--- config.mk ---
export PLATFORM = sky130hd
export DESIGN_NAME = ack_ingress_replay_window_table_core
export DESIGN_NICKNAME = d
export VERILOG_FILES = /design/src/rtl/airw_pkg.sv /design/src/rtl/ack_ingress_replay_window_table_core.sv /design/src/rtl/airw_win_ram.sv /design/src/rtl/airw_window.sv
export SDC_FILE = /design/constraint.sdc
export NUM_CORES = 2
export LEC_CHECK = 0
export BUFFER_PORTS_ARGS = -buffer_cell sky130_fd_sc_hd__buf_4
export CORE_AREA = 2 2 489 491
export CTS_CLUSTER_SIZE = 16
export DETAILED_ROUTE_END_ITERATION = 16
export DIE_AREA = 0 0 491 493
export GPL_TIMING_DRIVEN = 0
export PLACE_DENSITY = 0.64
export SYNTH_ARGS = -nofsm -noshare
export SYNTH_HDL_FRONTEND = slang
export SYNTH_HIERARCHICAL = 1
export SYNTH_SLANG_ARGS = --single-unit
--- constraint.sdc ---
create_clock -name clk -period 12.4 [get_ports clk]
set_input_delay 0.62 -clock clk [delete_from_list [all_inputs] [get_ports clk]]
set_output_delay 0.62 -clock clk [all_outputs]
set_load 0.05 [all_outputs]
--- src/rtl/airw_pkg.sv ---
// ----------------------------------------------------------------------------
// airw_pkg
// Shared types and constants of the acknowledgement anti-replay window table.
// ----------------------------------------------------------------------------
package airw_pkg;

  localparam int ENTRIES = 8;
  localparam int WINDOW = 32;
  localparam int IDX_W = (ENTRIES > 1) ? $clog2(ENTRIES) : 1;
  localparam int CNT_W = 4;
  localparam logic [31:0] HALF_RANGE = 32'h8000_0000;
  localparam logic [26:0] AGE_CAP = 27'd86400000;
  localparam logic [31:0] WIN_MASK = 32'hFFFF_FFFF >> (32 - WINDOW);

  typedef enum logic [1:0] {
    KIND_BIND = 2'd0,
    KIND_UNBIND = 2'd1,
    KIND_ACK = 2'd2,
    KIND_NONE = 2'd3
  } kind_t;

  typedef enum logic [3:0] {
    ST_OK = 4'd0,
    ST_INVALID = 4'd1,
    ST_DUP_CONSUMER = 4'd2,
    ST_FULL = 4'd3,
    ST_UNKNOWN = 4'd4,
    ST_CLOCK = 4'd5,
    ST_CONSUMER = 4'd6,
    ST_PRODUCER = 4'd7,
    ST_SESSION = 4'd8,
    ST_AGE = 4'd9,
    ST_DUPLICATE = 4'd10,
    ST_AMBIGUOUS = 4'd11,
    ST_TOO_OLD = 4'd12
  } status_t;

  localparam logic REG_PRODUCER = 1'b0;
  localparam logic REG_MAX_AGE = 1'b1;

  typedef enum logic [1:0] {
    S_IDLE,
    S_READ,
    S_DONE
  } state_t;

  typedef struct packed {
    logic [31:0] peer;
    logic [63:0] consumer;
    logic [31:0] session;
  } key_t;

  typedef struct packed {
    logic seq_seen;
    logic [31:0] top;
    logic [31:0] bits;
  } win_t;

  typedef struct packed {
    logic we;
    logic [IDX_W-1:0] addr;
    win_t data;
  } win_wr_t;

endpackage

--- src/rtl/ack_ingress_replay_window_table_core.sv ---
// ----------------------------------------------------------------------------
// ack_ingress_replay_window_table_core
// Peer binding table with a per-peer sliding anti-replay window.
// ----------------------------------------------------------------------------
// A beat that is accepted is registered into the request registers. In the READ
// state the peer is looked up in the key registers and the window-store read
// is issued; in the DONE state the registered read data is checked and the
// output register is loaded. The input stalls outside the idle state and while
// a result is held, so the next beat is taken at the earliest in the idle state
// after the result is loaded, together with the taking of that result: a new
// beat is never taken before the previous one has been through DONE.
module ack_ingress_replay_window_table_core (
  input logic clk,
  input logic rst,
  input logic cfg_we,
  input logic cfg_index,
  input logic [63:0] cfg_data,
  input logic in_valid,
  output logic in_stall,
  input logic [1:0] kind,
  input logic [31:0] peer_id,
  input logic [63:0] consumer_ident,
  input logic [31:0] session_id,
  input logic [63:0] producer_ident,
  input logic [31:0] observed_age_ms,
  input logic [31:0] seq_num,
  input logic [63:0] now_ms,
  output logic out_valid,
  input logic out_stall,
  output logic [3:0] status,
  output logic [3:0] bound_total,
  output logic [31:0] top_seq
);
  import airw_pkg::*;

  logic [63:0] own_producer;
  logic [26:0] max_age;
  logic [ENTRIES-1:0] valid;
  key_t keys [ENTRIES];
  logic [CNT_W-1:0] count;
  logic clock_seen;
  logic [63:0] last_time;

  state_t state, state_next;
  kind_t r_kind;
  logic [31:0] r_peer, r_session, r_age, r_seq;
  logic [63:0] r_consumer, r_producer, r_now;

  logic [ENTRIES-1:0] hit_v, dup_v;
  logic [IDX_W-1:0] hit_idx, free_idx;
  logic hit, dup, free_ok;
  logic [IDX_W-1:0] m_idx;
  logic m_hit;
  win_t rd_data, upd;
  win_wr_t wr;
  status_t w_status, st;
  logic [26:0] lim;
  logic take;
  logic out_load;

  assign take = in_valid && !in_stall;
  assign in_stall = (state != S_IDLE) || (out_valid && out_stall);

  always_comb begin
    hit_idx = '0;
    free_idx = '0;
    free_ok = 1'b0;
    for (int i = ENTRIES - 1; i >= 0; i--) begin
      hit_v[i] = valid[i] && keys[i].peer == r_peer;
      dup_v[i] = valid[i] && keys[i].peer != r_peer && keys[i].consumer == r_consumer;
      if (hit_v[i]) hit_idx = IDX_W'(i);
      if (!valid[i]) begin
        free_idx = IDX_W'(i);
        free_ok = 1'b1;
      end
    end
    hit = |hit_v;
    dup = |dup_v;
  end

  always_ff @(posedge clk) begin
    if (state == S_READ) begin
      m_idx <= hit_idx;
      m_hit <= hit;
    end
  end

  airw_win_ram u_ram (
    .clk(clk),
    .rd_addr(hit_idx),
    .rd_data(rd_data),
    .wr(wr)
  );

  airw_window u_win (
    .cur(rd_data),
    .seq(r_seq),
    .status(w_status),
    .upd(upd)
  );

  assign lim = (max_age > AGE_CAP) ? AGE_CAP : max_age;

  always_comb begin
    st = ST_INVALID;
    unique case (r_kind)
      KIND_BIND: begin
        if (r_peer == '0 || r_consumer == '0 || r_session == '0) st = ST_INVALID;
        else if (dup) st = ST_DUP_CONSUMER;
        else if (!m_hit && !free_ok) st = ST_FULL;
        else st = ST_OK;
      end
      KIND_UNBIND: st = m_hit ? ST_OK : ST_UNKNOWN;
      KIND_ACK: begin
        if (clock_seen && r_now < last_time) st = ST_CLOCK;
        else if (!m_hit) st = ST_UNKNOWN;
        else if (r_consumer != keys[m_idx].consumer) st = ST_CONSUMER;
        else if (r_producer != own_producer) st = ST_PRODUCER;
        else if (r_session != keys[m_idx].session) st = ST_SESSION;
        else if (r_age > {5'd0, lim}) st = ST_AGE;
        else st = w_status;
      end
      default: st = ST_INVALID;
    endcase
  end

  always_comb begin
    wr.we = 1'b0;
    wr.addr = m_hit ? m_idx : free_idx;
    wr.data = upd;
    if (state == S_DONE && st == ST_OK) begin
      if (r_kind == KIND_BIND) begin
        wr.we = 1'b1;
        wr.data = '0;
      end else if (r_kind == KIND_ACK) begin
        wr.we = 1'b1;
      end
    end
  end

  always_comb begin
    state_next = state;
    unique case (state)
      S_IDLE: if (take) state_next = S_READ;
      S_READ: state_next = S_DONE;
      S_DONE: state_next = S_IDLE;
      default: state_next = S_IDLE;
    endcase
  end

  assign out_load = (state == S_DONE);

  always_ff @(posedge clk) begin
    if (take) begin
      r_kind <= kind_t'(kind);
      r_peer <= peer_id;
      r_consumer <= consumer_ident;
      r_session <= session_id;
      r_producer <= producer_ident;
      r_age <= observed_age_ms;
      r_seq <= seq_num;
      r_now <= now_ms;
    end
    if (state == S_DONE && st == ST_OK && r_kind == KIND_BIND) begin
      keys[wr.addr] <= '{peer: r_peer, consumer: r_consumer, session: r_session};
    end
  end

  always_ff @(posedge clk) begin
    if (rst) begin
      state <= S_IDLE;
      own_producer <= 64'd1;
      max_age <= AGE_CAP;
      valid <= '0;
      count <= '0;
      clock_seen <= 1'b0;
      last_time <= '0;
      out_valid <= 1'b0;
      status <= '0;
      bound_total <= '0;
      top_seq <= '0;
    end else begin
      state <= state_next;
      if (cfg_we) begin
        if (cfg_index == REG_PRODUCER) own_producer <= cfg_data;
        else max_age <= cfg_data[26:0];
      end
      if (out_valid && !out_stall) out_valid <= 1'b0;
      if (out_load) begin
        out_valid <= 1'b1;
        status <= st;
        top_seq <= '0;
        bound_total <= count;
        if (st == ST_OK) begin
          unique case (r_kind)
            KIND_BIND: begin
              if (!m_hit) begin
                valid[free_idx] <= 1'b1;
                bound_total <= count + 1'b1;
                count <= count + 1'b1;
              end
            end
            KIND_UNBIND: begin
              valid[m_idx] <= 1'b0;
              bound_total <= count - 1'b1;
              count <= count - 1'b1;
            end
            KIND_ACK: begin
              clock_seen <= 1'b1;
              last_time <= r_now;
              top_seq <= upd.top;
            end
            default: ;
          endcase
        end
      end
    end
  end

  assert property (@(posedge clk) disable iff (rst) count == CNT_W'($countones(valid)))
    else $error("binding count differs from valid entries");
  assert property (@(posedge clk) disable iff (rst) $onehot0(hit_v))
    else $error("peer bound in more than one entry");
  assert property (@(posedge clk) disable iff (rst) out_load |-> !(out_valid && out_stall))
    else $error("result overwrote a held beat");

endmodule

--- src/rtl/airw_win_ram.sv ---
// ----------------------------------------------------------------------------
// airw_win_ram
// Window store: one write port, one registered read port.
// ----------------------------------------------------------------------------
module airw_win_ram (
  input logic clk,
  input logic [airw_pkg::IDX_W-1:0] rd_addr,
  output airw_pkg::win_t rd_data,
  input airw_pkg::win_wr_t wr
);
  import airw_pkg::*;

  win_t mem [ENTRIES];

  always_ff @(posedge clk) begin
    if (wr.we) begin
      mem[wr.addr] <= wr.data;
    end
    rd_data <= mem[rd_addr];
  end

endmodule

--- src/rtl/airw_window.sv ---
// ----------------------------------------------------------------------------
// airw_window
// Serial-number replay window check and update for one entry.
// ----------------------------------------------------------------------------
module airw_window (
  input airw_pkg::win_t cur,
  input logic [31:0] seq,
  output airw_pkg::status_t status,
  output airw_pkg::win_t upd
);
  import airw_pkg::*;

  logic [31:0] fwd;
  logic [31:0] back;
  logic [31:0] bit_m;

  assign fwd = seq - cur.top;
  assign back = cur.top - seq;
  assign bit_m = 32'd1 << back[4:0];

  always_comb begin
    status = ST_OK;
    upd.seq_seen = 1'b1;
    upd.top = seq;
    upd.bits = 32'd1;
    if (!cur.seq_seen) begin
      status = ST_OK;
    end else if (fwd == 32'd0) begin
      status = ST_DUPLICATE;
    end else if (fwd == HALF_RANGE) begin
      status = ST_AMBIGUOUS;
    end else if (fwd < HALF_RANGE) begin
      if (fwd < 32'(WINDOW)) begin
        upd.bits = ((cur.bits << fwd[4:0]) | 32'd1) & WIN_MASK;
      end
    end else if (back >= 32'(WINDOW)) begin
      status = ST_TOO_OLD;
    end else if ((cur.bits & bit_m) != 32'd0) begin
      status = ST_DUPLICATE;
    end else begin
      upd.top = cur.top;
      upd.bits = (cur.bits | bit_m) & WIN_MASK;
    end
  end

endmodule
==> results by group <==
Run status
  – Status: finished, violations left
  – Failing checks: max-capacitance violations, max-slew violations

Clock network
  – Buffers inserted by post-CTS timing repair: 0
  – Post-CTS resize count: 0
  – Sink Count: roughly 2100
  – CTS tree: yes
  – Worst skew pair latency: 0.93 ns
  – Clk slew on worst S/H paths: around 0.060 ns
  – Num CTS Buffers: 232
  – Hold buffers post-CTS: around 380
  – Root Driver: clkbuf_16
  – Clock buffer depth: 3
  – H-tree depth: 4

Routing
  – Drt first pass iters: 6
  – Via count: approximately 65000
  – 1st-iter DRT viols: slightly below 8000
  – Drt wl/cell: around 33 um
  – Post-route ant nets: 0
  – Number of remaining DRC errors: 0
  – Via density: 5.76
  – WL met1: ~160000 um
  – Met3 WL post-DR: between 30000 and 40000 um
  – Top sig layer: met5
  – WL met2: ~160000 um
  – Routed wire length: around 370000 um

Floorplanning
  – Ports: 434
  – CORE AREA: 237000 um2
  – Die Y: between 400 and 500 um
  – Die X: roughly 490 um
  – Num rows: between 150 and 200
  – Die ar.: roughly 240000 um2
  – Initial Utilization: ~41%

Setup path
  – Crit path DAT: between 8 and 9 ns
  – Worst-path fanout max: 10
  – CP cell instances: clkbuf_1, xor2_1, nor4_1, nand4_1, o211ai_1, o32ai_1, nor4_1, a31o_2, o211ai_2, nor3_1, nor3b_1, nand2_1, nor3_2, buf_6, buf_4, buf_4
  – CP required: about 13 ns
  – Worst r2r src: r_peer[4]
  – CP Class: reg2reg
  – Critical Path Source Type: flop
  – CP max stage cell: nor4_1
  – CP endpoint kind: flop
  – Slowest stage delay, CP: about 1.2 ns
  – Critical path origin: r_peer[4]

Place
  – Hpwl dp: between 200000 and 300000 um
  – Gpl congestion: 1.03
  – IO buf count: between 400 and 500
  – DP Area: 105000 um2
  – Dpl ws: ~4.0 ns

STA
  – Unrepaired setup endpoints after global routing: false
  – Slew headroom: -3.13%
  – Final Hold Fails: 0
  – Min Tclk post-route: roughly 8.4 ns
  – Clk_skew: approximately 0.08 ns
  – Final period utilization: around two thirds
  – Fin. max-slew vios: 12
  – Setup ws final: 4.05 ns
  – Final setup vio count: 0
  – FMAX: between 100 and 150 MHz
  – Actual slew at the worst max-slew pin: between 1.5 and 2 ns
  – Fin Setup TNS: 0 ns

Power
  – Switching Share: between 20% and 30%
  – Maximum VDD drop: between 0.1 and 0.15 mV
  – Cell-internal power: between 10 and 15 mW
  – Pwr Density: around 140 nW/um2
  – Switching power: about 4.2 mW
  – Part of the power in registers: a little under half
  – P_leak: between 30 and 40 nW
  – Combinational Power Share: 9.3%
  – Clk network pwr share: 42.7%

Logic synthesis
  – Mapped Cells: between 6000 and 7000
  – Syn_nets: 7274
  – Sequential area share after synthesis: between 60 and 70%
  – Largest cells by area after synthesis: edfxtp_1, mux4_2, dfxtp_1, xnor2_1, mux2i_1
  – Mapped cell area: ~97000 um2
  – Average cell area after synthesis: ~14 um2
  – Dominant synthesized flop cell: edfxtp_1
  – Flops & latches, synth: ~2100
  – Post-synth top area cell: edfxtp_1
  – EDFF count, synth: ~1900
  – Synth top area share: around three fifths
  – Synth cell types: approximately 100
  – FFs w/ async S/R, synth: 0%
  – Synthesis Warnings: 6

Run
  – Max Cap Viol: 2

Layout
  – Fill count: slightly above 20000
  – Footprint of the multi-input gates: 32700 um2
  – Post-route cell area: approximately 120000 um2
  – Area occupied by registers: approximately 62000 um2
  – Area Overhead vs Synth: 21.2%
  – Nets: ~8400
  – Share of layout cells above drive strength 1: 17.2%

Global route
  – GRT Residual Overflow: 0
  – Total GRT Usage: between 20% and 30%
  – First-pass GRT wire length: ~500000 um
  – Antenna violations before repair: 38
  – Pin count of the biggest net entering global routing: between 60 and 70
  – Vias in the first global route: approximately 63000

Hold path
  – Worst hold path type: in2reg
  – Hold_sp: cfg_data[10]
## flip-flops by register name, indices dropped and copies added (netlist names), named ones only
register       flops
valid              8
u_ram/rd_data     65
max_age           27
r_age             32
r_now             64
m_hit              1
keys            1024
top_seq           32
count              4
state              2
u_ram/mem        520
r_peer            32
r_session         32
clock_seen         1
last_time         64
m_idx              3
r_consumer        64
status             4
r_seq             32
r_kind             2
r_producer        64
own_producer      64
out_valid          1
## worst paths after layout
| kind | cells past startpoint | to | slack, ns |
|---|---|---|---|
| max | 16 | u_ram/mem[4][48] | 4.05 |
| min | 3 | own_producer[10] | 0.07 |
| max reg2reg | 16 | u_ram/mem[4][48] | 4.05 |
| min reg2reg | 2 | top_seq[1] | 0.45 |
## critical path, delay by kind of cell (launching register included)
kind | cells | cell delay (ns)
AND/OR/NAND/NOR | 7 | 4.47
buffers and inverters | 4 | 1.47
AO/OA/AOI/OAI | 4 | 1.12
flip-flops | 1 | 0.69
XOR/XNOR | 1 | 0.18
## cells in the mapped netlist, types with 14 or more instances
cell	number
a211oi_1	22
a21o_1	39
a21oi_1	264
a221oi_1	30
a22o_1	25
a22oi_1	50
a31oi_1	26
and3_1	40
and4_1	14
buf_1	44
buf_2	73
buf_4	20
buf_6	25
clkbuf_1	180
dfxtp_1	275
edfxtp_1	1870
ha_1	154
inv_1	220
mux2_2	103
mux2i_1	349
mux4_2	247
nand2_1	566
nand2b_1	91
nand3_1	56
nand4_1	190
nor2_1	130
nor2b_1	101
nor3_1	51
nor4_1	164
o2111ai_1	33
o211ai_1	19
o21a_1	23
o21ai_0	131
o22ai_1	58
or3_1	15
xnor2_1	535
xor2_1	296
## cells by family after synthesis
kind of cell / after synthesis / share of synthesized area [%]
compound gates: 854 / 5.79
xor+xnor: 834 / 7.57
fa+ha+maj: 157 / 2.05
buf+inv: 565 / 2.56
flops: 2145 / 63.7
mux: 699 / 10.6
other cells: 1 / 0.00388
simple gates: 1470 / 7.73
## layout by cell type (no fill, tap or decap), drive strengths merged, types with 26 or more instances in the layout
cell type,instances
a21o,39
a21oi,267
a221oi,32
a22oi,50
a31oi,26
and3,41
buf,660
bufinv,29
clkbuf,467
clkinv,111
dfxtp,275
dlygate4sd3,383
edfxtp,1870
ha,154
inv,230
mux2,103
mux2i,349
mux4,247
nand2,567
nand2b,91
nand3,58
nand4,191
nor2,131
nor2b,101
nor3,51
nor4,167
o2111ai,33
o21ai,139
o22ai,58
xnor2,537
xor2,297
## metrics by stage
step,hold WS (ns),power (mW),std cells,utilization [%]
after floorplan,0.426,9.01,6725,-
after global placement,0.442,9.72,10324,43.9
after detailed placement,0.443,9.69,10389,44.5
after CTS,0.0127,17.0,11218,49.5
after global routing,0.0319,17.4,11226,49.5
final,0.0722,16.9,11236,49.5
## layout make-up
class	count	area share (%)
buffer	343	1.40
clock inverter	161	1.60
multi-input combinational	4015	27.9
inverter	222	0.711
sequential	2145	52.6
tap	3167	3.38
antenna	16	0.0341
clock buffer	285	5.22
timing repair buffer	882	7.17
## power by group through the flow
stage	logic [mW]	clock network [mW]	registers, mW
3_5_place_dp	1.43	0	8.27
4_1_cts	1.54	7.32	8.12
6_report	1.57	7.21	8.12
2_1_floorplan	0.795	0	8.21
5_1_grt	1.64	7.59	8.12
3_3_place_gp	1.41	0	8.31
## layer usage
metal	vias to the layer above	global-route usage, %
met5	-	0
met4	26	11.1
met3	518	6.58
met2	3121	44.5
met1	33187	42.1
li1	27814	-
Note: power is estimated with default switching activity, not from simulation.
